**config.mk**
```make
export PLATFORM = sky130hd
export DESIGN_NAME = sorted_priority_queue_core
export DESIGN_NICKNAME = d
export VERILOG_FILES = /design/src/design/spq_pkg.sv /design/src/design/spq_cell.sv /design/src/design/sorted_priority_queue_core.sv
export SDC_FILE = /design/constraint.sdc
export NUM_CORES = 2
export LEC_CHECK = 0
export BUFFER_PORTS_ARGS = -buffer_cell sky130_fd_sc_hd__buf_2
export CAP_MARGIN = 30
export CORE_MARGIN = 2
export CORE_UTILIZATION = 35
export DETAILED_ROUTE_END_ITERATION = 7
export PLACE_DENSITY_LB_ADDON = 0.15
export SETUP_SLACK_MARGIN = 0.15
export SYNTH_ARGS = -nofsm -noshare
export SYNTH_HDL_FRONTEND = slang
export SYNTH_SLANG_ARGS = --single-unit
```
**constraint.sdc**
```tcl
create_clock -name i_clk -period 11.3 [get_ports i_clk]
set_input_delay 0.565 -clock i_clk [delete_from_list [all_inputs] [get_ports i_clk]]
set_output_delay 0.565 -clock i_clk [all_outputs]
set_load 0.005 [all_outputs]
```
**src/design/spq_pkg.sv**
```systemverilog
// ----------------------------------------------------------------------------
// spq_pkg: sorted priority queue shared types
// Request/response payloads, request, status and ordering-mode codes, cell token control.
// ----------------------------------------------------------------------------
package spq_pkg;

    typedef struct packed {
        logic [1:0]         req_type;
        logic signed [31:0] item_value;
        logic signed [31:0] item_priority;
    } t_req;

    typedef struct packed {
        logic signed [31:0] head_value;
        logic signed [31:0] head_priority;
        logic [1:0]         status;
        logic               is_empty;
        logic [4:0]         entry_count;
    } t_rsp;

    // request codes
    localparam logic [1:0] REQ_PUSH = 2'd0;
    localparam logic [1:0] REQ_POP  = 2'd1;
    localparam logic [1:0] REQ_PEEK = 2'd2;

    // status codes
    localparam logic [1:0] ST_OK    = 2'd0;
    localparam logic [1:0] ST_EMPTY = 2'd1;
    localparam logic [1:0] ST_FULL  = 2'd2;

    // ordering modes
    localparam logic [1:0] MODE_ASC_FIFO  = 2'd0;
    localparam logic [1:0] MODE_ASC_LIFO  = 2'd1;
    localparam logic [1:0] MODE_DESC_FIFO = 2'd2;
    localparam logic [1:0] MODE_DESC_LIFO = 2'd3;

    // control of the insert token travelling down the cell row
    typedef struct packed {
        logic valid;   // token present
        logic shift;   // insertion point passed, displaced entries ride along
    } t_tok_ctl;

endpackage

```
**src/design/spq_cell.sv**
```systemverilog
// ----------------------------------------------------------------------------
// spq_cell: one slot of the sorted queue
// Holds one entry; takes the insert token from its left neighbor and hands
// either the token or its displaced entry to the right; shifts left on pop.
// ----------------------------------------------------------------------------
module spq_cell #(
    parameter int VALUE_BITS    = 32,
    parameter int PRIORITY_BITS = 32
) (
    input  logic                     i_clk,
    input  logic                     i_rst_n,
    input  logic [1:0]               i_mode,
    input  spq_pkg::t_tok_ctl        i_tok,
    input  logic [VALUE_BITS-1:0]    i_tok_value,
    input  logic [PRIORITY_BITS-1:0] i_tok_prio,
    input  logic                     i_pop,
    input  logic                     i_nxt_valid,
    input  logic [VALUE_BITS-1:0]    i_nxt_value,
    input  logic [PRIORITY_BITS-1:0] i_nxt_prio,
    output logic                     o_valid,
    output logic [VALUE_BITS-1:0]    o_value,
    output logic [PRIORITY_BITS-1:0] o_prio,
    output spq_pkg::t_tok_ctl        o_tok,
    output logic [VALUE_BITS-1:0]    o_tok_value,
    output logic [PRIORITY_BITS-1:0] o_tok_prio
);
    import spq_pkg::*;

    logic                     r_valid, n_valid;
    logic [VALUE_BITS-1:0]    r_value, n_value;
    logic [PRIORITY_BITS-1:0] r_prio, n_prio;
    t_tok_ctl                 r_tok, n_tok;
    logic [VALUE_BITS-1:0]    r_tok_value, n_tok_value;
    logic [PRIORITY_BITS-1:0] r_tok_prio, n_tok_prio;
    logic                     w_holds;

    // relation of stored priority against the incoming one
    always_comb begin
        unique case (i_mode)
            MODE_ASC_FIFO:  w_holds = $signed(r_prio) <= $signed(i_tok_prio);
            MODE_ASC_LIFO:  w_holds = $signed(r_prio) <  $signed(i_tok_prio);
            MODE_DESC_FIFO: w_holds = $signed(r_prio) >= $signed(i_tok_prio);
            MODE_DESC_LIFO: w_holds = $signed(r_prio) >  $signed(i_tok_prio);
            default:        w_holds = 1'b0;
        endcase
    end

    always_comb begin
        n_valid     = r_valid;
        n_value     = r_value;
        n_prio      = r_prio;
        n_tok       = '0;
        n_tok_value = r_tok_value;
        n_tok_prio  = r_tok_prio;
        priority if (i_pop) begin
            n_valid = i_nxt_valid;
            n_value = i_nxt_value;
            n_prio  = i_nxt_prio;
        end else if (i_tok.valid) begin
            priority if (!r_valid) begin
                // first free slot: token lands here
                n_valid = 1'b1;
                n_value = i_tok_value;
                n_prio  = i_tok_prio;
            end else if (!i_tok.shift && w_holds) begin
                n_tok       = '{valid: 1'b1, shift: 1'b0};
                n_tok_value = i_tok_value;
                n_tok_prio  = i_tok_prio;
            end else begin
                // take the incoming entry, push ours one slot down
                n_value     = i_tok_value;
                n_prio      = i_tok_prio;
                n_tok       = '{valid: 1'b1, shift: 1'b1};
                n_tok_value = r_value;
                n_tok_prio  = r_prio;
            end
        end else begin
        end
    end

    always_ff @(posedge i_clk) begin
        if (!i_rst_n) begin
            r_valid <= 1'b0;
            r_tok   <= '0;
        end else begin
            r_valid <= n_valid;
            r_tok   <= n_tok;
        end
    end

    always_ff @(posedge i_clk) begin
        r_value     <= n_value;
        r_prio      <= n_prio;
        r_tok_value <= n_tok_value;
        r_tok_prio  <= n_tok_prio;
    end

    assign o_valid     = r_valid;
    assign o_value     = r_value;
    assign o_prio      = r_prio;
    assign o_tok       = r_tok;
    assign o_tok_value = r_tok_value;
    assign o_tok_prio  = r_tok_prio;

endmodule

```
**src/design/sorted_priority_queue_core.sv**
```systemverilog
// ----------------------------------------------------------------------------
// sorted_priority_queue_core: bounded sorted priority queue
// A row of CAPACITY cells kept in priority order; slot 0 is the head.
// ----------------------------------------------------------------------------
// Usage:
//   Requests: drive i_req and raise start; the request transfers on a clock
//   edge where start is high and busy is low.
//   Responses: o_done pulses for one cycle, the cycle right after the request
//   transfer, with o_rsp valid. The receiver cannot stall; every response
//   must be taken in that cycle.
//   Pop, peek, dropped pushes and unknown request codes leave busy low, and
//   a new request may follow in the next cycle.
//   A push inserts a token into slot 0 that walks one cell per cycle until it
//   lands in the first free slot; busy stays high while a walk counter, loaded
//   with the entry count before the push, counts down to zero.
//   Configuration: i_cfg_data writes the ordering mode on i_cfg_valid;
//   o_cfg_ready is always high. Write it only while the queue is idle.
//   Reset (synchronous, i_rst_n low): queue empty, mode 0, busy low. Slot
//   contents are not cleared; only occupied slots are ever read.
// ----------------------------------------------------------------------------
module sorted_priority_queue_core #(
    parameter int CAPACITY      = 16,
    parameter int VALUE_BITS    = 32,
    parameter int PRIORITY_BITS = 32
) (
    input  logic          i_clk,
    input  logic          i_rst_n,
    input  logic          start,
    output logic          busy,
    input  spq_pkg::t_req i_req,
    output logic          o_done,
    output spq_pkg::t_rsp o_rsp,
    input  logic          i_cfg_valid,
    output logic          o_cfg_ready,
    input  logic [1:0]    i_cfg_data
);
    import spq_pkg::*;

    localparam int CNT_W = $clog2(CAPACITY + 1);

    logic [1:0]       r_mode;
    logic [CNT_W-1:0] r_count, n_count;
    logic [CNT_W-1:0] r_walk, n_walk;
    logic             r_done;
    t_rsp             r_rsp, n_rsp;

    logic w_accept, w_full, w_empty, w_push, w_pop;

    t_tok_ctl                 w_tok       [CAPACITY];
    logic [VALUE_BITS-1:0]    w_tok_value [CAPACITY];
    logic [PRIORITY_BITS-1:0] w_tok_prio  [CAPACITY];
    logic                     w_valid     [CAPACITY];
    logic [VALUE_BITS-1:0]    w_value     [CAPACITY];
    logic [PRIORITY_BITS-1:0] w_prio      [CAPACITY];

    assign busy        = (r_walk != '0);
    assign w_accept    = start && !busy;
    assign w_full      = (r_count == CNT_W'(CAPACITY));
    assign w_empty     = (r_count == '0);
    assign w_push      = w_accept && (i_req.req_type == REQ_PUSH) && !w_full;
    assign w_pop       = w_accept && (i_req.req_type == REQ_POP) && !w_empty;
    assign o_cfg_ready = 1'b1;

    // token injection into the head cell
    assign w_tok[0]       = '{valid: w_push, shift: 1'b0};
    assign w_tok_value[0] = VALUE_BITS'(i_req.item_value);
    assign w_tok_prio[0]  = PRIORITY_BITS'(i_req.item_priority);

    for (genvar gi = 0; gi < CAPACITY; gi++) begin : g_cell
        if (gi < CAPACITY - 1) begin : g_mid
            spq_cell #(
                .VALUE_BITS    (VALUE_BITS),
                .PRIORITY_BITS (PRIORITY_BITS)
            ) u_cell (
                .i_clk       (i_clk),
                .i_rst_n     (i_rst_n),
                .i_mode      (r_mode),
                .i_tok       (w_tok[gi]),
                .i_tok_value (w_tok_value[gi]),
                .i_tok_prio  (w_tok_prio[gi]),
                .i_pop       (w_pop),
                .i_nxt_valid (w_valid[gi+1]),
                .i_nxt_value (w_value[gi+1]),
                .i_nxt_prio  (w_prio[gi+1]),
                .o_valid     (w_valid[gi]),
                .o_value     (w_value[gi]),
                .o_prio      (w_prio[gi]),
                .o_tok       (w_tok[gi+1]),
                .o_tok_value (w_tok_value[gi+1]),
                .o_tok_prio  (w_tok_prio[gi+1])
            );
        end else begin : g_last
            // the tail never emits a token: a push is never accepted when full
            spq_cell #(
                .VALUE_BITS    (VALUE_BITS),
                .PRIORITY_BITS (PRIORITY_BITS)
            ) u_cell (
                .i_clk       (i_clk),
                .i_rst_n     (i_rst_n),
                .i_mode      (r_mode),
                .i_tok       (w_tok[gi]),
                .i_tok_value (w_tok_value[gi]),
                .i_tok_prio  (w_tok_prio[gi]),
                .i_pop       (w_pop),
                .i_nxt_valid (1'b0),
                .i_nxt_value ('0),
                .i_nxt_prio  ('0),
                .o_valid     (w_valid[gi]),
                .o_value     (w_value[gi]),
                .o_prio      (w_prio[gi]),
                .o_tok       (),
                .o_tok_value (),
                .o_tok_prio  ()
            );
        end
    end

    always_comb begin
        n_count = r_count;
        n_rsp   = '0;
        n_rsp.status = ST_OK;
        unique case (i_req.req_type)
            REQ_PUSH: begin
                if (w_full) n_rsp.status = ST_FULL;
                else        n_count = r_count + 1'b1;
            end
            REQ_POP, REQ_PEEK: begin
                if (w_empty) begin
                    n_rsp.status = ST_EMPTY;
                end else begin
                    n_rsp.head_value    = 32'(w_value[0]);
                    n_rsp.head_priority = 32'(w_prio[0]);
                    if (i_req.req_type == REQ_POP) n_count = r_count - 1'b1;
                end
            end
            default: ;
        endcase
        n_rsp.is_empty    = (n_count == '0);
        n_rsp.entry_count = 5'(n_count);
    end

    // token lands in slot r_count; the walk counter starts at r_count and counts down
    always_comb begin
        priority if (w_push)  n_walk = r_count;
        else if (busy)        n_walk = r_walk - 1'b1;
        else                  n_walk = r_walk;
    end

    always_ff @(posedge i_clk) begin
        if (!i_rst_n) begin
            r_mode  <= MODE_ASC_FIFO;
            r_count <= '0;
            r_walk  <= '0;
            r_done  <= 1'b0;
        end else begin
            if (i_cfg_valid) r_mode <= i_cfg_data;
            if (w_accept)    r_count <= n_count;
            r_walk <= n_walk;
            r_done <= w_accept;
        end
    end

    always_ff @(posedge i_clk) begin
        if (w_accept) r_rsp <= n_rsp;
    end

    assign o_done = r_done;
    assign o_rsp  = r_rsp;

    // assertions
    a_done_follows_transfer: assert property (@(posedge i_clk) disable iff (!i_rst_n)
        o_done |-> $past(w_accept))
        else $error("response strobe without a request transfer");

    a_count_bound: assert property (@(posedge i_clk) disable iff (!i_rst_n)
        r_count <= CNT_W'(CAPACITY))
        else $error("entry count above capacity");

    a_walk_in_range: assert property (@(posedge i_clk) disable iff (!i_rst_n)
        busy |-> (r_walk < r_count))
        else $error("insert walk longer than occupied slots");

    a_head_valid: assert property (@(posedge i_clk) disable iff (!i_rst_n)
        w_valid[0] == (r_count != '0))
        else $error("head slot valid flag disagrees with entry count");

endmodule

```
Word level (Yosys, flattened, before mapping). Cells that the tools add are included.

Memory bits (read-only): 0. Flip-flop bits (word level): 2115. Latch bits: 0. Bits in writable memories: 0. Output and inout bits: 75. Memories: 0.

$add $sub $neg: 3. Div/mod/pow operators: 0. Reductions and logical operators: 108. Multiply operators: 0. Muxes and demuxes: 224. Magnitude comparators: 64. Shift-type cells: 0. Bitwise logic cells: 33. Eq/ne operators: 22.

Operator list (count): two-way mux 32 bit (154); greater-or-equal comparator 32 bit (16); > comparator 32 bit (16); <= comparator 32 bit (16); less-than comparator 32 bit (16); case mux 1 bit (4 select lines) (16); OR reduction 4 bit (15); two-way mux 1 bit (46); AND reduction 3 bit (15); inequality test 3 bit, second input constant (14); NOT 1 bit (33); AND reduction 2 bit (16); nonzero test 2 bit (16); two-way mux 5 bit (5); logical AND 1 bit (20); zero test 1 bit (18); zero test 5 bit (2); case mux 5 bit (2 select lines) (1); subtractor 5 x 1 -> 5 bit, second input constant (2); equality test 2 bit, second input constant (3); OR reduction 2 bit (3); adder 5 x 1 -> 5 bit, second input constant (1); equality test 5 bit, second input constant (1); nonzero test 5 bit (1); 6 further kinds (8).

Logic depth before layout (Yosys ltp).
Word-level depth: 7. Gate-level depth with buffers: 14. Gate-level depth less buffers: 11.

Modules after synthesis. Synthesis repeated with hierarchy kept, for this count alone.

Cells, all modules: 7319. Area total of the unflattened synthesis: 105436.1 um^2.

Modules (own cells, without submodules): spq_cell at g_cell[0].g_mid.u_cell ... (instances 12, cells each 441, area each 6318.6 um^2); spq_cell at g_cell[6].g_mid.u_cell ... (instances 4, cells each 438, area each 6510.0 um^2); sorted_priority_queue_core (instances 1, cells each 275, area each 3573.4 um^2).

Least setup slack after synthesis. No wires, ideal clock.

Path kind: flip-flop to flip-flop. From: reg r_walk[0]. To: reg g_cell[0].g_mid.u_cell.r_prio[0] (enable). Path slack: 3431 ps. Stages on the path, launching flop included: 13. Arrival time: 7345 ps. Clock period less this slack: 7869 ps. Data required time: 10776 ps. Buffers on the path: 3. Cell sequence: dfxtp_1 > inv_1 > ha_1 > inv_1 > or3_1 > nor2_1 > nand2_1 > inv_1 > nand3_1 > clkbuf_1 > clkbuf_1 > clkbuf_1 > a31oi_1.

Longest elaborated chain between the ends: 7. Elaborated cells between the ends (all ways): 10. Those cells by class: 1 x eq/ne; 9 x reduce/logical.

Ends and longest elaborated chain: start: declaration (line sorted_priority_queue_core.sv:43) `logic [CNT_W-1:0] r_walk, n_walk;`; start signal: assignment (line sorted_priority_queue_core.sv:158) `r_walk <= n_walk;`; nonzero test 5 bit * (line sorted_priority_queue_core.sv:56) `assign busy = (r_walk != '0);`; zero test 1 bit * (line sorted_priority_queue_core.sv:57) `assign w_accept = start && !busy;`; logical AND 1 bit * (line sorted_priority_queue_core.sv:57); via w_accept (line sorted_priority_queue_core.sv:47) `logic w_accept, w_full, w_empty, w_push, w_pop;`; logical AND 1 bit, on equally long branches (2 in series) (line sorted_priority_queue_core.sv:61, sorted_priority_queue_core.sv:60); inequality test 3 x 2 -> 1 bit (no line) / nonzero test 2 bit (equally long branches); AND reduction 2 bit (no line) *; end signal: assignment (line spq_cell.sv:93) `r_prio <= n_prio;`; end: declaration (line spq_cell.sv:31) `logic [PRIORITY_BITS-1:0] r_prio, n_prio;`.

The timed path passes the listed nets; every way through them passes the cells marked *. A chain may end at the register's enable or synchronous reset.

Worst setup path in the final report.
From: reg r_walk[0]. To: reg g_cell[14].g_mid.u_cell.r_value[26], data pin.

Longest elaborated chain between the ends: 6.

Ends and longest elaborated chain: nonzero test 5 bit (line sorted_priority_queue_core.sv:56); zero test 1 bit (line sorted_priority_queue_core.sv:57); logical AND 1 bit (line sorted_priority_queue_core.sv:57); via w_accept (line sorted_priority_queue_core.sv:47); logical AND 1 bit (2 in series) (line sorted_priority_queue_core.sv:61) `assign w_pop = w_accept && (i_req.req_type == REQ_POP) && !w_empty;`; two-way mux 32 bit (line spq_cell.sv:55) `priority if (i_pop) begin`; via g_cell[14].g_mid.u_cell.n_value[26] (line spq_cell.sv:30) `logic [VALUE_BITS-1:0] r_value, n_value;`; end signal: assignment (line spq_cell.sv:92) `r_value <= n_value;`; end: declaration (line spq_cell.sv:30).

The timed path passes the listed nets, and every way through them passes these cells.

==> run metrics <==
io pins=147; setup violators final=0; H-tree Lvls=4; Multi-input gate area=0.03469 mm^2; HP Class=input pin to register; placed wire-length estimate=144900 um; period utilization=48.72%; VDD IR max=0.1273 mV; Critical Path Stages=13; P_int=~0.014 W; Switching Fraction=24.13%; slowest CP cell=buf_12; CP Max Fanout=246; Sink Count=2115; Die X=around 540 um; startpoint class of the critical path=register; Post-DRT Antenna Nets=0; port bufs=~150; WP buf/inv=6; flops & latches, synth=2115; routed wire length=224300 um; Via Count=59849; total core area=0.2850 mm^2; Global Route Usage Sum=15.20%; Layout area overhead=13.11%; skew final=approximately 45 ps; First-pass DRT Iterations=5; Yosys top cell area share=59.67%; Pwr Total=0.01845 W; crit path time final=5505 ps; fmax=181.7 MHz; Pleak=42.35 nW; Setup crit end kind=register; NetSw=0.004453 W; Initial Util=a little over a third; Worst Path Class, Setup=register to register; Required @ worst endpoint=12040 ps; area leader, netlist=edfxtp_1; Die Ht=539.2 um; Setup WS post-layout=5795 ps; unrepaired setup endpoints after global routing=false; R2R setup slack=5790 ps; fillers=26943; Worst R2R End=g_cell[14].g_mid.u_cell.o_value[26]$_DFFE_PP_; part of the power in registers=49.7%; Setup WS pre-CTS=5791 ps; Comb pwr share=9.6%; max-slew violation count=0; Worst Path Arrival=6240 ps; Num CTS Buffers=239; FFs w/ async S/R, synth=0%; DR WL/cell=between 15 and 20 um; DRC Markers=0; critical path's top delay family=buffers and inverters; Slew headroom=9.438%; synth top area cells=edfxtp_1, mux2_2, nand2_1; Routability Congestion=slightly above 0.8; standard-cell rows=196; most used flip-flop cell after synthesis=edfxtp_1; CTS root buf=clkbuf_16; clk slew on worst S/H paths=60 ps; layout cells sized above 1=17.30%; grt ovf=0; hold path startpoint=i_rst_n; cell repeated most along the worst path=nand2_1; Max clock buf depth=4; EDFF count, synth=1992; pin count of the biggest net entering global routing=between 200 and 250; number of global-route vias before repair=a little over 60000; CP cell instances=inv_1, ha_1, inv_1, or3_1, nor2_1, nand2_1, clkinv_2, nand3_4, buf_4, buf_12, buf_12, nand2_1, nand2_1; initial antenna violation count=2; Cell Area, Synth=0.1003 mm^2; Worst Max-Slew Pin Slew=1358 ps; status=finished clean; Avg Inst Size Synth=12.07 um^2; worst hold path depth=3; Skew-Pair Late Insertion Delay=890 ps; max incr delay on CP=between 800 and 900 ps; Power Density=162.7 mW/mm^2; vias per std cell=about 4.8; Clk pwr share=40.6%; syn nets=8898; drt first-iter violations=4368; worst r2r src=r_walk[0]$_SDFFE_PN0P_; worst hold endpoint=r_count[3]$_SDFFE_PN0P_; Final Hold Violating Endpoints=0; post-synthesis sequential area ratio=62.12%; Distinct cells, synth=69; FF+latch area=about 0.062 mm^2; die area=0.2907 mm^2; post_cts resized=0; first-pass GRT wire length=363100 um; TritonCTS clock tree=yes; Max-Cap Viols=0; Synth Warn #=0; post-synthesis cell count=8308; nets@finish=roughly 9100; R2R depth=13; Setup TNS=0 ps
[what timing repair did]
| action | 4_1_cts | 5_1_grt |
|---|---|---|
| endpoints found under the setup margin | 0 | 0 |
| hold buffers | 69 | 0 |
| setup buffers | 0 | 0 |
| hold endpoints to repair | 110 | 0 |
[sequential cells by signal, summed over array words and instances (netlist names)]
register,cells
r_walk,5
o_rsp,72
r_count,5
g_cell.g_mid.u_cell.o_tok,30
g_cell.g_mid.u_cell.o_valid,15
g_cell.g_mid.u_cell.o_prio,480
g_cell.g_last.u_cell.o_valid,1
r_mode,2
g_cell.g_mid.u_cell.o_tok_value,480
g_cell.g_mid.u_cell.o_tok_prio,480
g_cell.g_last.u_cell.o_value,32
o_done,1
g_cell.g_mid.u_cell.o_value,480
g_cell.g_last.u_cell.o_prio,32
[tightest hold or removal path: cells and delay by family]
family | cells | cell delay, ps
buffers and inverters | 2 | 370
AO/OA/AOI/OAI | 1 | 200
[layout by cell type, fill, tap and decap left out, types with 11 or more instances in the layout]
master,netlist,final
mux2_2,878,878
nor3_1,42,41
edfxtp_1,1992,1992
buf_2,59,145
nor2b_1,36,36
inv_1,546,545
nor3b_1,20,20
a31oi_1,13,11
nand4_1,96,96
a21o_1,62,56
buf_4,2,63
ha_1,518,517
and3_1,82,74
nand3_1,112,111
mux2_1,49,49
nand2_1,2137,2133
o211ai_1,21,21
clkbuf_16,0,242
nand2b_1,12,12
clkinv_1,1,45
dfxtp_1,123,123
nor2_1,106,96
a211oi_1,29,29
o21ai_0,664,660
nor4_1,18,18
a21oi_1,213,205
bufinv_16,0,15
clkinv_2,0,54
dlygate4sd3_1,0,69
clkbuf_1,303,53
mux2i_1,14,14
o31ai_1,19,19
and2_1,15,15
[Yosys cell counts (13+ instances only)]
cell type,n
mux2i_1,14
nor3b_1,20
buf_2,59
nor4_1,18
o31ai_1,19
dfxtp_1,123
a31oi_1,13
nor2_1,106
buf_1,13
ha_1,518
a21oi_1,213
nand4_1,96
edfxtp_1,1992
clkbuf_1,303
o211ai_1,21
mux2_1,49
o21ai_0,664
a21o_1,62
inv_1,546
nor3_1,42
and3_1,82
nand2_1,2137
mux2_2,878
a211oi_1,29
nor2b_1,36
and2_1,15
nand3_1,112
[power groups by stage]
stage               registers [W]  clock network, W  logic, W
CTS                       0.00918           0.00777   0.00180
global route              0.00920           0.00802   0.00199
finish                    0.00917           0.00750   0.00178
detailed placement        0.00933                 0   0.00176
floorplan                 0.00929                 0   0.00123
global placement          0.00933                 0   0.00174
[worst max path at each step]
stage	startpoint	end	slack, ps
finish	r_walk[0]$_SDFFE_PN0P_	g_cell[14].g_mid.u_cell.o_value[26]$_DFFE_PP_	5790
global route	r_walk[0]$_SDFFE_PN0P_	g_cell[15].g_last.u_cell.o_value[17]$_SDFFE_PP0P_	5260
floorplan	r_walk[0]$_SDFFE_PN0P_	g_cell[0].g_mid.u_cell.o_prio[0]$_DFFE_PP_	3430
global placement	r_walk[0]$_SDFFE_PN0P_	g_cell[13].g_mid.u_cell.o_value[19]$_DFFE_PP_	5920
detailed placement	r_walk[0]$_SDFFE_PN0P_	g_cell[15].g_last.u_cell.o_value[21]$_SDFFE_PP0P_	5790
CTS	r_walk[0]$_SDFFE_PN0P_	g_cell[14].g_mid.u_cell.o_value[26]$_DFFE_PP_	5770
[final cells by class]
| class | instances | area share, % |
|---|---|---|
| Timing Repair Buffer | 293 | 1.991 |
| Sequential cell | 2115 | 54.92 |
| Multi-Input combinational cell | 5264 | 30.59 |
| Antenna cell | 3 | 0.006620 |
| Clock buffer | 305 | 5.637 |
| Tap cell | 3762 | 4.151 |
| Clock inverter | 125 | 0.8860 |
| Inverter | 547 | 1.812 |
[per-layer routing]
layer	part of all wire, %	track usage [%]	vias up	wire length (um)
met3	3.7	2.092	323	8199
li1	-	-	30031	-
met1	53	23.90	28449	118900
met4	2.3	3.793	0	5067
met5	0	0	-	0
met2	41	21.69	1046	92140
[through the flow]
| step | instance area, um^2 | instances | util (%) | hold WS, ps |
|---|---|---|---|---|
| 2_1_floorplan | 100300 | 8308 | - | 436.2 |
| 5_1_grt | 113400 | 12412 | 39.79 | 288.2 |
| 4_1_cts | 113300 | 12407 | 39.75 | 244.0 |
| 3_5_place_dp | 105200 | 11908 | 36.91 | 451.1 |
| 6_report | 113400 | 12414 | 39.79 | 358.4 |
| 3_3_place_gp | 105100 | 11903 | 36.87 | 439.1 |
[kinds of logic (layout without fill, tap and decap cells)]
kind of cell / after synthesis / count (layout) / synth area share (%)
other cells: 1 / 4 / 0.003740
simple gates: 2713 / 2713 / 11.22
flops: 2115 / 2115 / 62.12
buf+inv: 929 / 1270 / 3.597
xor+xnor: 3 / 3 / 0.02621
fa+ha+maj: 518 / 518 / 6.465
compound gates: 1088 / 1088 / 6.017
mux: 941 / 941 / 10.55
Note: power is estimated with default switching activity, not from simulation.
